===== src/hdl/aft_pkg.sv =====
`default_nettype none
package aft_pkg;

  // defaults for the top-level parameters
  localparam int CHANNELS_DEF    = 2;
  localparam int QUEUE_DEPTH_DEF = 4;

  // framing constants
  localparam logic [7:0] START_BYTE = 8'h7E;
  localparam logic [7:0] LEN_HI     = 8'h00;
  localparam logic [7:0] CKSUM_INIT = 8'hFF;

  // byte positions within the bytes sent for one item
  typedef enum logic [2:0] {
    STEP_START,
    STEP_LEN_HI,
    STEP_LEN_LO,
    STEP_DATA,
    STEP_CKSUM
  } step_t;

  // classified item handed from the front to the back
  typedef struct packed {
    logic       ch;
    logic       hdr;    // header bytes go first
    logic       tail;   // checksum byte goes last
    logic       empty;  // no payload byte
    logic [7:0] data;
    logic [7:0] len;
    logic [7:0] cksum;
  } desc_t;

endpackage
`default_nettype wire


===== src/hdl/aft_front.sv =====
`default_nettype none
module aft_front #(
  parameter int CHANNELS = aft_pkg::CHANNELS_DEF
) (
  input  wire logic          clk,
  input  wire logic          rst_n,
  input  wire logic          in_valid,
  output logic               in_ready,
  input  wire logic          in_channel,
  input  wire logic [7:0]    in_payload_byte,
  input  wire logic          in_first_byte,
  input  wire logic          in_last_byte,
  input  wire logic [7:0]    in_frame_length,
  input  wire logic          in_no_payload,
  input  wire logic          q_full,
  output logic               push,
  output aft_pkg::desc_t     push_desc
);

  localparam int CH_W = (CHANNELS > 1) ? $clog2(CHANNELS) : 1;

  logic [7:0]      cksum_r   [CHANNELS];
  logic [7:0]      cksum_nxt;
  logic            ch_red;
  logic [CH_W-1:0] ch_idx;
  logic [7:0]      base;
  logic [7:0]      diff;
  logic            restart;
  logic            close;

  // classify the item and work out its checksum
  always_comb begin
    ch_red    = (CHANNELS > 1) ? in_channel : 1'b0;
    ch_idx    = CH_W'(ch_red);
    restart   = in_first_byte | in_no_payload;
    close     = in_last_byte | in_no_payload;
    base      = restart ? aft_pkg::CKSUM_INIT : cksum_r[ch_idx];
    diff      = base - in_payload_byte;
    cksum_nxt = close ? aft_pkg::CKSUM_INIT : diff;

    in_ready        = !q_full;
    push            = in_valid && !q_full;
    push_desc.ch    = ch_red;
    push_desc.hdr   = restart;
    push_desc.tail  = close;
    push_desc.empty = in_no_payload;
    push_desc.data  = in_payload_byte;
    push_desc.len   = in_no_payload ? 8'h00 : in_frame_length;
    push_desc.cksum = in_no_payload ? aft_pkg::CKSUM_INIT : diff;
  end

  // per-channel running checksum
  always_ff @(posedge clk) begin
    if (!rst_n) begin
      for (int i = 0; i < CHANNELS; i++) begin
        cksum_r[i] <= aft_pkg::CKSUM_INIT;
      end
    end else if (push) begin
      cksum_r[ch_idx] <= cksum_nxt;
    end
  end

  // a closed frame leaves its channel clean
  a_close_resets: assert property (@(posedge clk) disable iff (!rst_n)
    (push && close) |=> (cksum_r[$past(ch_idx)] == aft_pkg::CKSUM_INIT))
    else $error("checksum not restored after frame close");

endmodule
`default_nettype wire


===== src/hdl/aft_queue.sv =====
`default_nettype none
module aft_queue #(
  parameter int DEPTH = aft_pkg::QUEUE_DEPTH_DEF
) (
  input  wire logic           clk,
  input  wire logic           rst_n,
  input  wire logic           push,
  input  wire aft_pkg::desc_t push_desc,
  input  wire logic           pop,
  output aft_pkg::desc_t      head,
  output logic                full,
  output logic                empty
);

  localparam int PTR_W = (DEPTH > 1) ? $clog2(DEPTH) : 1;
  localparam int CNT_W = $clog2(DEPTH + 1);

  aft_pkg::desc_t   mem [DEPTH];
  logic [PTR_W-1:0] wr_ptr_r, wr_ptr_nxt;
  logic [PTR_W-1:0] rd_ptr_r, rd_ptr_nxt;
  logic [CNT_W-1:0] count_r,  count_nxt;

  // pointer and fill count
  always_comb begin
    wr_ptr_nxt = wr_ptr_r;
    rd_ptr_nxt = rd_ptr_r;
    count_nxt  = count_r;
    if (push) begin
      wr_ptr_nxt = (wr_ptr_r == PTR_W'(DEPTH - 1)) ? '0 : wr_ptr_r + 1'b1;
    end
    if (pop) begin
      rd_ptr_nxt = (rd_ptr_r == PTR_W'(DEPTH - 1)) ? '0 : rd_ptr_r + 1'b1;
    end
    if (push && !pop) begin
      count_nxt = count_r + 1'b1;
    end else if (pop && !push) begin
      count_nxt = count_r - 1'b1;
    end
    full  = (count_r == CNT_W'(DEPTH));
    empty = (count_r == '0);
    head  = mem[rd_ptr_r];
  end

  always_ff @(posedge clk) begin
    if (!rst_n) begin
      wr_ptr_r <= '0;
      rd_ptr_r <= '0;
      count_r  <= '0;
    end else begin
      wr_ptr_r <= wr_ptr_nxt;
      rd_ptr_r <= rd_ptr_nxt;
      count_r  <= count_nxt;
    end
  end

  // item storage
  always_ff @(posedge clk) begin
    if (push) begin
      mem[wr_ptr_r] <= push_desc;
    end
  end

  a_no_overflow: assert property (@(posedge clk) disable iff (!rst_n)
    push |-> (!full || pop))
    else $error("push into full queue");

  a_no_underflow: assert property (@(posedge clk) disable iff (!rst_n)
    pop |-> !empty)
    else $error("pop from empty queue");

endmodule
`default_nettype wire


===== src/hdl/aft_back.sv =====
`default_nettype none
module aft_back (
  input  wire logic           clk,
  input  wire logic           rst_n,
  input  wire aft_pkg::desc_t head,
  input  wire logic           q_empty,
  output logic                pop,
  output logic                out_valid,
  input  wire logic           out_ready,
  output logic                out_channel,
  output logic [7:0]          out_tx_byte,
  output logic                out_frame_end,
  output logic                out_last_of_run
);

  aft_pkg::step_t step_r, step_nxt;
  aft_pkg::step_t cur;
  aft_pkg::step_t end_step;
  logic           active_r, active_nxt;
  logic           load;
  logic           at_end;
  logic [7:0]     byte_sel;

  logic           out_valid_r, out_valid_nxt;
  logic           channel_r;
  logic [7:0]     tx_byte_r;
  logic           frame_end_r;
  logic           last_r;

  // byte sequencer for the item at the queue head
  always_comb begin
    cur      = active_r ? step_r
                        : (head.hdr ? aft_pkg::STEP_START : aft_pkg::STEP_DATA);
    end_step = head.tail ? aft_pkg::STEP_CKSUM : aft_pkg::STEP_DATA;
    at_end   = (cur == end_step);
    load     = !q_empty && (!out_valid_r || out_ready);
    pop      = load && at_end;

    case (cur)
      aft_pkg::STEP_START:  byte_sel = aft_pkg::START_BYTE;
      aft_pkg::STEP_LEN_HI: byte_sel = aft_pkg::LEN_HI;
      aft_pkg::STEP_LEN_LO: byte_sel = head.len;
      aft_pkg::STEP_DATA:   byte_sel = head.data;
      aft_pkg::STEP_CKSUM:  byte_sel = head.cksum;
      default:              byte_sel = head.data;
    endcase

    case (cur)
      aft_pkg::STEP_START:  step_nxt = aft_pkg::STEP_LEN_HI;
      aft_pkg::STEP_LEN_HI: step_nxt = aft_pkg::STEP_LEN_LO;
      aft_pkg::STEP_LEN_LO: step_nxt = head.empty ? aft_pkg::STEP_CKSUM
                                                  : aft_pkg::STEP_DATA;
      aft_pkg::STEP_DATA:   step_nxt = aft_pkg::STEP_CKSUM;
      default:              step_nxt = aft_pkg::STEP_START;
    endcase

    active_nxt = active_r;
    if (load) begin
      active_nxt = !at_end;
    end

    out_valid_nxt = out_valid_r;
    if (load) begin
      out_valid_nxt = 1'b1;
    end else if (out_ready) begin
      out_valid_nxt = 1'b0;
    end
  end

  always_ff @(posedge clk) begin
    if (!rst_n) begin
      step_r      <= aft_pkg::STEP_START;
      active_r    <= 1'b0;
      out_valid_r <= 1'b0;
    end else begin
      if (load) begin
        step_r <= step_nxt;
      end
      active_r    <= active_nxt;
      out_valid_r <= out_valid_nxt;
    end
  end

  // output register
  always_ff @(posedge clk) begin
    if (load) begin
      channel_r   <= head.ch;
      tx_byte_r   <= byte_sel;
      frame_end_r <= (cur == aft_pkg::STEP_CKSUM);
      last_r      <= at_end;
    end
  end

  assign out_valid       = out_valid_r;
  assign out_channel     = channel_r;
  assign out_tx_byte     = tx_byte_r;
  assign out_frame_end   = frame_end_r;
  assign out_last_of_run = last_r;

  // the checksum byte always closes its item's bytes
  a_end_is_last: assert property (@(posedge clk) disable iff (!rst_n)
    (out_valid_r && frame_end_r) |-> last_r)
    else $error("checksum byte not marked last of run");

  // mid-item the head item must still be queued
  a_active_has_head: assert property (@(posedge clk) disable iff (!rst_n)
    active_r |-> !q_empty)
    else $error("sequencer active with empty queue");

endmodule
`default_nettype wire


===== src/hdl/api_frame_transmitter.sv =====
`default_nettype none
// channel  direction  handshake              payload
// in_      input      in_valid / in_ready    channel, payload_byte, first/last, length, no_payload
// out_     output     out_valid / out_ready  channel, tx_byte, frame_end, last_of_run
//
// a mid-frame payload item gives one byte, a last item two, a first four, first and last five,
// an empty frame four; the byte sequencer sends one per cycle unless out_ready stalls it.
// input accepts whenever the item queue (QUEUE_DEPTH entries) has room, so the
// front keeps taking items while the output register waits on out_ready.
// rst_n is synchronous, active low; it sets every channel checksum to 0xFF and empties
// the queue and output register.
module api_frame_transmitter #(
  parameter int CHANNELS    = aft_pkg::CHANNELS_DEF,
  parameter int QUEUE_DEPTH = aft_pkg::QUEUE_DEPTH_DEF
) (
  input  wire logic       clk,
  input  wire logic       rst_n,
  input  wire logic       in_valid,
  output logic            in_ready,
  input  wire logic       in_channel,
  input  wire logic [7:0] in_payload_byte,
  input  wire logic       in_first_byte,
  input  wire logic       in_last_byte,
  input  wire logic [7:0] in_frame_length,
  input  wire logic       in_no_payload,
  output logic            out_valid,
  input  wire logic       out_ready,
  output logic            out_channel,
  output logic [7:0]      out_tx_byte,
  output logic            out_frame_end,
  output logic            out_last_of_run
);

  aft_pkg::desc_t push_desc;
  aft_pkg::desc_t head;
  logic           push;
  logic           pop;
  logic           q_full;
  logic           q_empty;

  // front: checksum and classification
  aft_front #(.CHANNELS(CHANNELS)) u_front (
    .clk             (clk),
    .rst_n           (rst_n),
    .in_valid        (in_valid),
    .in_ready        (in_ready),
    .in_channel      (in_channel),
    .in_payload_byte (in_payload_byte),
    .in_first_byte   (in_first_byte),
    .in_last_byte    (in_last_byte),
    .in_frame_length (in_frame_length),
    .in_no_payload   (in_no_payload),
    .q_full          (q_full),
    .push            (push),
    .push_desc       (push_desc)
  );

  // item queue between front and back
  aft_queue #(.DEPTH(QUEUE_DEPTH)) u_queue (
    .clk       (clk),
    .rst_n     (rst_n),
    .push      (push),
    .push_desc (push_desc),
    .pop       (pop),
    .head      (head),
    .full      (q_full),
    .empty     (q_empty)
  );

  // back: byte sequencer and output register
  aft_back u_back (
    .clk             (clk),
    .rst_n           (rst_n),
    .head            (head),
    .q_empty         (q_empty),
    .pop             (pop),
    .out_valid       (out_valid),
    .out_ready       (out_ready),
    .out_channel     (out_channel),
    .out_tx_byte     (out_tx_byte),
    .out_frame_end   (out_frame_end),
    .out_last_of_run (out_last_of_run)
  );

endmodule
`default_nettype wire


===== config.mk =====
export PLATFORM = sky130hd
export DESIGN_NAME = api_frame_transmitter
export DESIGN_NICKNAME = d
export VERILOG_FILES = /design/src/hdl/aft_pkg.sv /design/src/hdl/aft_front.sv /design/src/hdl/aft_queue.sv /design/src/hdl/aft_back.sv /design/src/hdl/api_frame_transmitter.sv
export SDC_FILE = /design/constraint.sdc
export NUM_CORES = 1
export LEC_CHECK = 0
export ABC_CLOCK_PERIOD_IN_PS = 6200
export BUFFER_PORTS_ARGS = -buffer_cell sky130_fd_sc_hd__buf_4
export CORE_MARGIN = 4
export CORE_UTILIZATION = 55
export CTS_CLUSTER_SIZE = 30
export DETAILED_ROUTE_END_ITERATION = 8
export PLACE_DENSITY = 0.77
export SYNTH_ARGS = -nofsm -noshare
export SYNTH_HDL_FRONTEND = slang
export SYNTH_SLANG_ARGS = --single-unit

===== constraint.sdc =====
create_clock -name clk -period 6.2 [get_ports clk]
set_input_delay 1.86 -clock clk [delete_from_list [all_inputs] [get_ports clk]]
set_output_delay 1.86 -clock clk [all_outputs]
set_load 0.005 [all_outputs]

-- Word level (Yosys, flattened, before mapping)
Memory sizes are Yosys's and may differ from the RTL's. A register that Yosys moved wholly into a read port is not among the register bits.
Cells that the tools add are included.
- flip-flop bits (word level): 23
- latch bits: 0
- bits in writable memories: 128
- ROM bits: 0
- output and inout port bits: 13
- word-level logic and storage cells: 70
- memories: 2
- add/sub/neg operators: 5
- multiply operators: 0
- divide/modulo/power cells: 0
- magnitude comparators: 0
- equality and inequality tests: 8
- shift-type cells: 0
- mux-type cells: 26
- bitwise gates (word level): 2
- reduce and logical (&&, ||, !) cells: 17
- memory list (name ; depth ; bits a word ; rd ports ; clocked after Yosys merged registers in ; wr ports ; line ; RTL):
    u_queue.mem ; 4 ; 28 ; 1 ; 1 ; 1 ; aft_queue.sv:18 ; aft_pkg::desc_t mem [DEPTH];
    u_front.cksum_r ; 2 ; 8 ; 1 ; 0 ; 2 ; aft_front.sv:22 ; logic [7:0] cksum_r [CHANNELS];
- operators by type and width (kind ; number):
    8-bit 2-to-1 mux ; 5
    8-bit one-hot mux with 4 select lines ; 1
    3-bit 2-to-1 mux ; 5
    3-bit one-hot mux with 4 select lines ; 1
    2-bit 2-to-1 mux ; 5
    1-bit 2-to-1 mux ; 9
    8-bit OR reduction ; 1
    8-bit subtractor ; 1
    3-bit by 2-bit == test with 1-bit output, second input constant ; 2
    3-bit == test, second input constant ; 2
    1-bit logical NOT ; 6
    3-bit logical NOT ; 2
    1-bit logical AND ; 5
    2-bit by 1-bit adder with 2-bit output, second input constant ; 2
    2-bit == test, second input constant ; 2
    2-bit nonzero test ; 2
    3-bit by 1-bit adder with 3-bit output, second input constant ; 1
    3-bit by 1-bit == test with 1-bit output, second input constant ; 1
    3-bit == test ; 1
    3-bit by 1-bit subtractor with 3-bit output, second input constant ; 1
    1-bit bitwise OR ; 2
    1-bit logical OR ; 1

-- Logic depth before layout (Yosys ltp)
Gate-level depths: netlist (run 1).
- depth in word-level cells: 8
- gate-level depth with buffers: 10

-- Hierarchy
Synthesis (run 1) repeated with hierarchy kept, for this count alone.
- cells, all modules: 423
- area total of the unflattened synthesis: 6755.2 µm²
- modules (own cells, without submodules) (module ; instances ; cells an instance ; area each (µm²)):
    aft_queue ; 1 ; 190 ; 4548.1
    aft_front ; 1 ; 144 ; 1295.0
    aft_back ; 1 ; 89 ; 912.1

-- Least setup slack after synthesis (run 1)
No wires, ideal clock.
- kind: input to register
- start point: input in_channel
- end point: memory u_queue.mem[0][6] (netlist bit) (data pin)
- library setup time: 0.279 ns
- arrival time: 3.795 ns
- required time: 5.921 ns
- path slack: 2.126 ns
- stages: 9
- path buffers: 1
- cell sequence: buf_1 -> a211oi_1 -> ha_1 -> fa_1 -> nor2b_1 -> o21ai_0 -> a21o_1 -> a211oi_1 -> nand2b_1
- RTL lines (item ; line ; RTL):
    start, declared ; api_frame_transmitter.sv:20 ; input wire logic in_channel,
    end, declared ; aft_queue.sv:18 ;

==> results of run 1 <==
## sequential cells by signal, summed over array words and instances (netlist names), 2 cells and up, named ones only
name and count:
u_queue.mem 112, u_queue.count_r 3, u_queue.wr_ptr_r 2, u_back.step_r 3, u_front.cksum_r 16, u_queue.rd_ptr_r 2, u_back.out_tx_byte 8
## per-stage QoR
stage / instances / cell area [sq um] / power (mW)
after floorplan: 409 / 6531 / 1.811
after global placement: 577 / 6939 / 1.998
after detailed placement: 577 / 6939 / 2.022
after CTS: 609 / 7550 / 3.071
after global routing: 609 / 7550 / 3.186
final: 609 / 7550 / 3.058
## cell usage after synthesis, types with 3 or more instances
library cell,n
buf_2,3
mux4_2,28
o21ai_1,3
o21ai_0,10
nand2_1,33
nor2b_1,20
nand2b_1,7
and3_1,5
ha_1,13
inv_1,24
o22ai_1,6
edfxtp_1,139
nor3_1,6
or3_1,3
clkbuf_1,7
mux2i_1,10
xnor2_1,3
a21oi_1,7
nor2_1,18
a211oi_1,9
o21a_1,4
dfxtp_1,14
## per-layer routing
| layer | track usage, % | vias to the layer above | share of wire, % |
|---|---|---|---|
| met5 | 0 | - | 0 |
| met4 | 7.722 | 0 | 1.9 |
| met3 | 6.324 | 24 | 6.6 |
| met2 | 31.13 | 124 | 50 |
| met1 | 25.82 | 1840 | 41 |
| li1 | - | 1664 | - |
## worst reg2reg max path, cell delays in order, from the launching register on
cell and delay (ns):
dfxtp_2 0.31, buf_4 0.48, mux4_2 0.70, o311ai_4 0.46, ha_1 0.26, inv_1 0.06
fa_1 0.38, xor2_1 0.17, or3_1 0.29, a21boi_0 0.16
## final timing paths
| kind | from | end | slack (ns) | cells past startpoint |
|---|---|---|---|---|
| max | in_no_payload | u_queue.mem[0][6] | 1.94 | 11 |
| min | u_queue.rd_ptr_r[1] | flop | 0.47 | 2 |
| max reg2reg | flop | u_queue.count_r[2] | 2.85 | 9 |
| min reg2reg | u_queue.rd_ptr_r[1] | flop | 0.47 | 2 |
## kinds of logic (layout without fill, tap and decap cells)
| logic type | Yosys count | after routing | share of synthesized area [%] |
|---|---|---|---|
| adders and majority gates | 15 | 15 | 3.104 |
| AOI/OAI and AO/OA | 58 | 58 | 6.360 |
| DFF | 153 | 153 | 68.20 |
| and+or+nand+nor | 103 | 103 | 8.123 |
| muxes | 38 | 38 | 11.19 |
| buffers and inverters | 37 | 94 | 2.356 |
| xor gates and xnor gates | 5 | 5 | 0.6706 |
## cell type report
| class | instances | area (sq um) | share of cell area [%] |
|---|---|---|---|
| sequential | 153 | 4457 | 59.03 |
| multi-input combinational | 219 | 1928 | 25.54 |
| clock buffer | 19 | 432.9 | 5.734 |
| timing repair buffer | 38 | 285.3 | 3.779 |
| tap | 143 | 178.9 | 2.370 |
| clock inverter | 13 | 177.7 | 2.353 |
| inverter | 24 | 90.09 | 1.193 |
## power breakdown
| group | switching [mW] | leakage (nW) | internal [mW] |
|---|---|---|---|
| combinational | 0.347 | 0.886 | 0.292 |
| clock | 0.389 | 0.286 | 0.669 |
| sequential | 0.0691 | 1.35 | 1.29 |
==> results.sh, run 1 <==
export IMPL_wl_um=12450
export IMPL_crit_fanout=24
export IMPL_vdd_drop_max_mv=0.2150
export IMPL_hpwlAfterDp_um=7877
export IMPL_hold_violations=0
export IMPL_clock_latency_ns=0.42
export IMPL_cts_resized=0
export IMPL_cp_top_family="compound AO/OA/AOI/OAI gates"
export IMPL_finalCritPeriodShare_pct=68.79
export IMPL_ant_nets=0
export IMPL_synth_area_leaders="edfxtp_1, mux4_2, dfxtp_1, ha_1, nor2b_1"
export IMPL_syn_inst=409
export IMPL_nNetsFinal=492
export IMPL_avgRoutedWirePerCell_um=20.44
export IMPL_num_fill_cells=779
export IMPL_critPathRequiredTime_ns=6.34
export IMPL_core_sq_um=11520
export IMPL_clk_path_buf_depth=2
export IMPL_cts_sink_count=153
export IMPL_ys_seq_area_share_pct=68.20
export IMPL_setup_ws_ns=1.935
export IMPL_dp_slack_ns=1.524
export IMPL_arrival_ns=4.41
export IMPL_num_antenna_cells=0
export IMPL_synth_avg_cell_area_sq_um=15.97
export IMPL_period_needed_ns=4.265
export IMPL_p_leak_nw=2.524
export IMPL_drt_iter0_drc=265
export IMPL_grt_max_degree=31
export IMPL_crit_chain="buf_4, nor2_1, inv_1, a211oi_1, ha_1, fa_1, nor2b_1, o21ai_0, a211oi_1, a211oi_1, nand2b_1"
export IMPL_slew_headroom_pct=40.22
export IMPL_setup_viol=0
export IMPL_critPathMaxStageDelay_ns=0.45
export IMPL_path_common_cell="a211oi_1"
export IMPL_syn_cell_area_sq_um=6531
export IMPL_rsz0062_at_grt="no"
export IMPL_gp_congestion=0.8235
export IMPL_yosysTopAreaCell="edfxtp_1"
export IMPL_most_common_layout_cells="edfxtp_1, buf_4, nand2_1"
export IMPL_worst_hold_slack_ns=0.4696
export IMPL_synth_seq_cells=153
export IMPL_drt_pass1_iter_count=5
export IMPL_slew_violations=0
export IMPL_crit_path_start_kind="primary input"
export IMPL_worst_setup_path_type="in -> reg"
export IMPL_htree_levels=4
export IMPL_start_util_pct=56.71
export IMPL_viasPerCell=5.997
export IMPL_io_pins=37
export IMPL_cts_buffers=17
export IMPL_outcome="finished clean"
export IMPL_yosys_warnings=0
export IMPL_grt_first_pass_wirelength_um=19380
export IMPL_final_util_pct=65.56
export IMPL_fp_row_count=39
export IMPL_skew_ns=0.01064
export IMPL_place_port_buffers=36
export IMPL_drv_cap=0
export IMPL_dieHeight_um=117.0
export IMPL_synthFlopType="edfxtp_1"
export IMPL_drc=0
export IMPL_hp_class="reg -> reg"
export IMPL_syn_num_nets=448
export IMPL_synth_edf_count=139
export IMPL_first_global_vias=3679
export IMPL_cp_slowest_cell="nor2_1"
export IMPL_async_flop_share_pct=0
export IMPL_tightest_slew_ns=0.8948
export IMPL_finalSetupTns_ns=0
export IMPL_yosysUniqueCellTypes=52
export IMPL_die_width_um=117.0
export IMPL_dieArea_sq_um=13680
export IMPL_powerDensity_nw_per_um2=405.1
export IMPL_path_buf_inv=2
export IMPL_hold_buffers=0
export IMPL_path_clk_slew_ns=0.06
export IMPL_layout_commonest_cell="edfxtp_1"
export IMPL_clockRootBuffer="clkbuf_16"
export IMPL_vias=3652
export IMPL_cp_end_kind="flop"
export IMPL_grt_overflow=0
export IMPL_antenna_found_initial=0
export IMPL_max_freq_mhz=234.5
export IMPL_postCtsSetupRepairBufs=0
export IMPL_tritoncts="yes"
export IMPL_synth_top_area_share_pct=63.91
export IMPL_grt_usage_pct=19.74
export IMPL_layout_drive_gt1_share_pct=22.96
export IMPL_syn_to_final_growth_pct=15.59
(Power assumes the default switching activity.)
==> run 2, diff against run 1 <==
--- a/config.mk
+++ b/config.mk
@@ -5,13 +5,13 @@
 export SDC_FILE = /design/constraint.sdc
 export NUM_CORES = 1
 export LEC_CHECK = 0
-export ABC_CLOCK_PERIOD_IN_PS = 6200
+export ABC_CLOCK_PERIOD_IN_PS = 3900
 export BUFFER_PORTS_ARGS = -buffer_cell sky130_fd_sc_hd__buf_4
 export CORE_MARGIN = 4
 export CORE_UTILIZATION = 55
 export CTS_CLUSTER_SIZE = 30
 export DETAILED_ROUTE_END_ITERATION = 8
-export PLACE_DENSITY = 0.77
+export PLACE_DENSITY = 0.8
 export SYNTH_ARGS = -nofsm -noshare
 export SYNTH_HDL_FRONTEND = slang
 export SYNTH_SLANG_ARGS = --single-unit
==> constraint.sdc (replaced) <==
create_clock -name clk -period 3.9 [get_ports clk]
set_input_delay 1.17 -clock clk [delete_from_list [all_inputs] [get_ports clk]]
set_output_delay 1.17 -clock clk [all_outputs]
set_load 0.005 [all_outputs]
==> results.sh, run 2 (synthesis gave the netlist of run 1 again) <==
export IMPL_worstReg2RegEnd="u_queue.count_r[2]"
export IMPL_stdcell_count=616
export IMPL_power_mw=4.777
export IMPL_wl_um=12720
export IMPL_crit_fanout=5
export IMPL_place_area_sq_um=6985
export IMPL_cp_end_kind="flop"
export IMPL_slew_headroom_pct=35.28
export IMPL_clockRootBuffer="clkbuf_16"
export IMPL_hp_class="reg -> reg"
export IMPL_setup_viol=0
export IMPL_grt_usage_pct=20.53
export IMPL_dpl_cell_count=584
export IMPL_clockPowerShare_pct=33.2
export IMPL_final_area_sq_um=7561
export IMPL_core_sq_um=11520
export IMPL_slew_violations=0
export IMPL_cts_resized=0
export IMPL_period_needed_ns=3.212
export IMPL_num_antenna_cells=0
export IMPL_layout_drive_gt1_share_pct=22.83
export IMPL_cts_buffers=17
export IMPL_powerDensity_nw_per_um2=631.9
export IMPL_nNetsFinal=499
export IMPL_max_freq_mhz=311.3
export IMPL_skew_ns=0.009408
export IMPL_hold_buffers=0
export IMPL_num_fill_cells=785
export IMPL_worst_hold_slack_ns=0.4970
export IMPL_die_width_um=117.0
export IMPL_p_sw_mw=1.266
export IMPL_vias=3633
export IMPL_top_register="u_queue.mem"
export IMPL_critPathRequiredTime_ns=4.03
export IMPL_multi_input_area_sq_um=1923
export IMPL_drc=0
export IMPL_p_leak_nw=2.563
export IMPL_drt_pass1_iter_count=7
export IMPL_most_common_layout_cells="edfxtp_1, buf_4, nand2_1"
export IMPL_rsz0062_at_grt="no"
export IMPL_drt_iter0_drc=383
export IMPL_outcome="finished clean"
export IMPL_clk_path_buf_depth=2
export IMPL_pwr_share_seq_pct=45.2
export IMPL_switching_share_pct=26.49
export IMPL_dieHeight_um=117.0
export IMPL_first_global_vias=3751
export IMPL_hold_violations=0
export IMPL_place_port_buffers=36
export IMPL_grt_first_pass_wirelength_um=20330
export IMPL_dieArea_sq_um=13680
export IMPL_syn_to_final_growth_pct=15.77
export IMPL_antenna_found_initial=0
export IMPL_drv_cap=0
export IMPL_htree_levels=4
export IMPL_io_pins=37
export IMPL_rrSetupSlack_ns=0.96
export IMPL_final_util_pct=65.66
export IMPL_tightest_slew_ns=0.9687
export IMPL_finalCritPeriodShare_pct=82.36
export IMPL_crit_start="in_no_payload"
export IMPL_ff2ff_path_depth=8
export IMPL_power_frac_comb_pct=21.6
export IMPL_worst_setup_path_type="in -> reg"
export IMPL_arrival_ns=3.34
export IMPL_setup_ws_ns=0.6880
export IMPL_clock_latency_ns=0.42
export IMPL_postCtsSetupRepairBufs=0
export IMPL_gp_congestion=0.8466
export IMPL_regArea_sq_um=4456
export IMPL_start_util_pct=56.71
export IMPL_grt_max_degree=29
export IMPL_path_clk_slew_ns=0.06
export IMPL_layout_commonest_cell="edfxtp_1"
export IMPL_ant_nets=0
export IMPL_cellInternalPower_mw=3.512
export IMPL_largest_reg_flops=112
export IMPL_crit_path_end="u_queue.mem[0][6]"
export IMPL_cts_sink_count=153
export IMPL_avgRoutedWirePerCell_um=20.66
export IMPL_viasPerCell=5.898
export IMPL_dp_slack_ns=0.4133
export IMPL_hpwlAfterDp_um=8209
export IMPL_crit_path_start_kind="primary input"
export IMPL_tritoncts="yes"
export IMPL_fp_row_count=39
export IMPL_vdd_drop_max_mv=0.3410
export IMPL_finalSetupTns_ns=0
export IMPL_grt_overflow=0
run 2: cell types whose count changed in the layout (fill, tap and decap cells not counted), sizes merged:
cell      delta
clkinvlp     -4
clkinv       +2
buf          +7
clkbuf       +4
bufinv       -2
run 2: worst max-delay path, stage by stage:
cell and delay (ns):
buf_4 0.12, nor2_1 0.14, inv_1 0.12, a211oi_1 0.29
ha_1 0.24, fa_1 0.21, nor2b_1 0.05, o21ai_0 0.28
a211oi_1 0.14, a211oi_1 0.39, nand2b_1 0.18
run 2: worst min path at each step:
stage	depth (start not counted)	startpoint	slack, ns	endpoint
floorplan	2	u_queue.rd_ptr_r[1]	0.45	flop
global placement	2	u_queue.rd_ptr_r[1]	0.47	flop
detailed placement	2	u_queue.rd_ptr_r[0]	0.49	flop
CTS	2	u_queue.rd_ptr_r[0]	0.50	flop
global route	2	u_queue.rd_ptr_r[1]	0.51	u_queue.rd_ptr_r[1]
finish	2	u_queue.wr_ptr_r[1]	0.50	u_queue.wr_ptr_r[1]
run 2: power by group through the flow:
| stage | registers [mW] | logic (mW) | clock network [mW] |
|---|---|---|---|
| after floorplan | 2.16 | 0.719 | 0 |
| after global placement | 2.17 | 1.00 | 0 |
| after detailed placement | 2.19 | 1.03 | 0 |
| final | 2.16 | 1.03 | 1.58 |
| after CTS | 2.16 | 1.04 | 1.60 |
| after global routing | 2.18 | 1.13 | 1.68 |
run 2: cell type report:
type                            count  share of cell area (%)
Sequential cell                   153                   58.93
Timing Repair Buffer               45                   4.468
Clock inverter                      9                   1.291
Tap cell                          143                   2.366
Clock buffer                       23                   6.321
Multi-Input combinational cell    219                   25.43
Inverter                           24                   1.191
run 2: metal layers:
layer  share of wire (%)  up-vias  track usage, %
met5                   0        -               0
met4                 1.7        0           6.881
met3                 5.8       21           4.936
met2                  50      124           33.14
met1                  43     1808           27.81
li1                    -     1680               -
==> run 3, diff against run 2 <==
--- a/config.mk
+++ b/config.mk
@@ -5,13 +5,13 @@
 export SDC_FILE = /design/constraint.sdc
 export NUM_CORES = 1
 export LEC_CHECK = 0
-export ABC_CLOCK_PERIOD_IN_PS = 3900
+export ABC_CLOCK_PERIOD_IN_PS = 3100
 export BUFFER_PORTS_ARGS = -buffer_cell sky130_fd_sc_hd__buf_4
 export CORE_MARGIN = 4
 export CORE_UTILIZATION = 55
 export CTS_CLUSTER_SIZE = 30
 export DETAILED_ROUTE_END_ITERATION = 8
-export PLACE_DENSITY = 0.8
+export PLACE_DENSITY = 0.77
 export SYNTH_ARGS = -nofsm -noshare
 export SYNTH_HDL_FRONTEND = slang
 export SYNTH_SLANG_ARGS = --single-unit
==> constraint.sdc (replaced) <==
create_clock -name clk -period 3.1 [get_ports clk]
set_input_delay 0.93 -clock clk [delete_from_list [all_inputs] [get_ports clk]]
set_output_delay 0.93 -clock clk [all_outputs]
set_load 0.005 [all_outputs]
==> results.sh, run 3 (synthesis gave the netlist of run 1 again) <==
export IMPL_outcome="finished clean"
export IMPL_vias=3685
export IMPL_worst_setup_path_type="reg -> reg"
export IMPL_tritoncts="yes"
export IMPL_rsz0062_at_grt="no"
export IMPL_hp_class="reg -> reg"
export IMPL_worst_path_stages=8
export IMPL_setup_viol=0
export IMPL_cp_top_family="adder cells"
export IMPL_worstReg2RegEnd="u_queue.count_r[2]"
export IMPL_crit_path_end="u_queue.count_r[2]"
export IMPL_stdcell_count=624
export IMPL_arrival_ns=3.21
export IMPL_die_width_um=117.0
export IMPL_crit_chain="mux4_2, o311ai_4, ha_1, inv_1, fa_1, xor2_1, or3_1, a21boi_0"
export IMPL_clockRootBuffer="clkbuf_16"
export IMPL_path_buf_inv=1
export IMPL_layout_drive_gt1_share_pct=24.12
export IMPL_place_port_buffers=36
export IMPL_critPathMaxStageDelay_ns=0.60
export IMPL_syn_to_final_growth_pct=17.59
export IMPL_start_util_pct=56.71
export IMPL_viasPerCell=5.905
export IMPL_dieArea_sq_um=13680
export IMPL_worst_hold_slack_ns=0.4881
export IMPL_grt_first_pass_wirelength_um=20740
export IMPL_met3_usage_pct=5.090
export IMPL_clk_path_buf_depth=2
export IMPL_grt_use_met2_pct=34.32
export IMPL_nNetsFinal=507
export IMPL_cts_buffers=17
export IMPL_most_common_layout_cells="edfxtp_1, buf_4, nand2_1"
export IMPL_num_antenna_cells=0
export IMPL_slew_headroom_pct=45.57
export IMPL_grt_max_degree=29
export IMPL_cp_end_kind="flop"
export IMPL_drt_pass1_iter_count=5
export IMPL_grt_usage_pct=21.04
export IMPL_hold_violations=0
export IMPL_critPathRequiredTime_ns=3.43
export IMPL_fp_row_count=39
export IMPL_tightest_slew_ns=0.8146
export IMPL_io_pins=37
export IMPL_wl_um=12960
export IMPL_hpwlAfterDp_um=8319
export IMPL_dieHeight_um=117.0
export IMPL_slew_violations=0
export IMPL_powerDensity_nw_per_um2=811.4
export IMPL_crit_fanout=6
export IMPL_cts_sink_count=153
export IMPL_vdd_drop_max_mv=0.3906
export IMPL_avgRoutedWirePerCell_um=20.76
export IMPL_period_needed_ns=2.877
export IMPL_dpl_cell_count=592
export IMPL_grt_overflow=0
export IMPL_drc=0
export IMPL_crit_path_start_kind="flop"
export IMPL_final_util_pct=66.69
export IMPL_power_mw=6.231
export IMPL_core_sq_um=11520
export IMPL_skew_ns=0.008573
export IMPL_grt_busiest_layer="met2"
export IMPL_rrSetupSlack_ns=0.22
export IMPL_cp_slowest_cell="mux4_2"
export IMPL_layout_commonest_cell="edfxtp_1"
export IMPL_first_global_vias=3814
export IMPL_drt_iter0_drc=411
export IMPL_hold_buffers=0
export IMPL_clock_latency_ns=0.41
export IMPL_largest_reg_flops=112
export IMPL_gp_congestion=0.7823
export IMPL_antenna_found_initial=0
export IMPL_ant_nets=0
export IMPL_final_area_sq_um=7680
export IMPL_top_register="u_queue.mem"
export IMPL_place_area_sq_um=7046
export IMPL_drv_cap=0
export IMPL_ff2ff_path_depth=8
export IMPL_max_freq_mhz=347.6
export IMPL_htree_levels=4
export IMPL_grt_util_met1_pct=26.82
export IMPL_p_leak_nw=2.621
export IMPL_finalCritPeriodShare_pct=92.80
export IMPL_path_clk_slew_ns=0.06
==> run 3: cell count changes in the layout (fill, tap and decap cells not counted), sizes merged <==
cell,previous run,this run
clkinvlp,0,1
bufinv,2,5
buf,45,53
clkbuf,23,19
==> run 3: per-layer routing <==
metal,wire [um],vias to the layer above
met5,0,-
met4,314,0
met3,604,28
met2,6582,115
met1,5456,1851
li1,-,1691
==> run 3: final cells by class <==
class | instances | area [sq um]
Clock buffer | 19 | 432.9
Clock inverter | 13 | 201.4
Fill cell | 772 | 3836
Inverter | 24 | 90.09
Multi-Input combinational cell | 219 | 1923
Sequential cell | 153 | 4456
Tap cell | 143 | 178.9
Timing Repair Buffer | 53 | 397.9
==> run 3: what timing repair did <==
| action | in CTS | in global routing |
|---|---|---|
| setup buffers | 0 | 0 |
| setup endpoints to repair | 0 | 2 |
| resized for setup | 0 | 1 |
==> run 3: how the worst min path moves through the flow <==
| stage | start | endpoint | slack (ns) | cells past startpoint |
|---|---|---|---|---|
| 6_report | u_queue.rd_ptr_r[0] | flop | 0.49 | 2 |
| 5_1_grt | u_queue.wr_ptr_r[1] | u_queue.wr_ptr_r[1] | 0.52 | 2 |
| 4_1_cts | u_queue.rd_ptr_r[0] | flop | 0.49 | 2 |
| 3_5_place_dp | u_queue.rd_ptr_r[1] | flop | 0.48 | 2 |
| 3_3_place_gp | u_queue.rd_ptr_r[0] | flop | 0.46 | 2 |
| 2_1_floorplan | u_queue.rd_ptr_r[1] | flop | 0.45 | 2 |
==> run 3: worst min-delay path, cell delays in order, from the launching register on <==
cell,delay (ns)
dfxtp_1,0.32
nand2_1,0.06
a21boi_1,0.07
==> run 3: stage by stage <==
step / worst slack, ns / TNS [ns]
2_1_floorplan: 0.02194 / 0
3_3_place_gp: -0.1420 / -0.7015
3_5_place_dp: -0.1558 / -1.524
4_1_cts: 0.2222 / 0
5_1_grt: 0.08474 / 0
6_report: 0.2233 / 0
==> run 3: report_power, final <==
part	total, mW	leakage, nW	internal [mW]	switching [mW]
Clock	2.19	0.306	1.42	0.765
Combinational	1.33	0.964	0.614	0.716
Sequential	2.71	1.35	2.58	0.132
Total	6.23	2.62	4.62	1.61
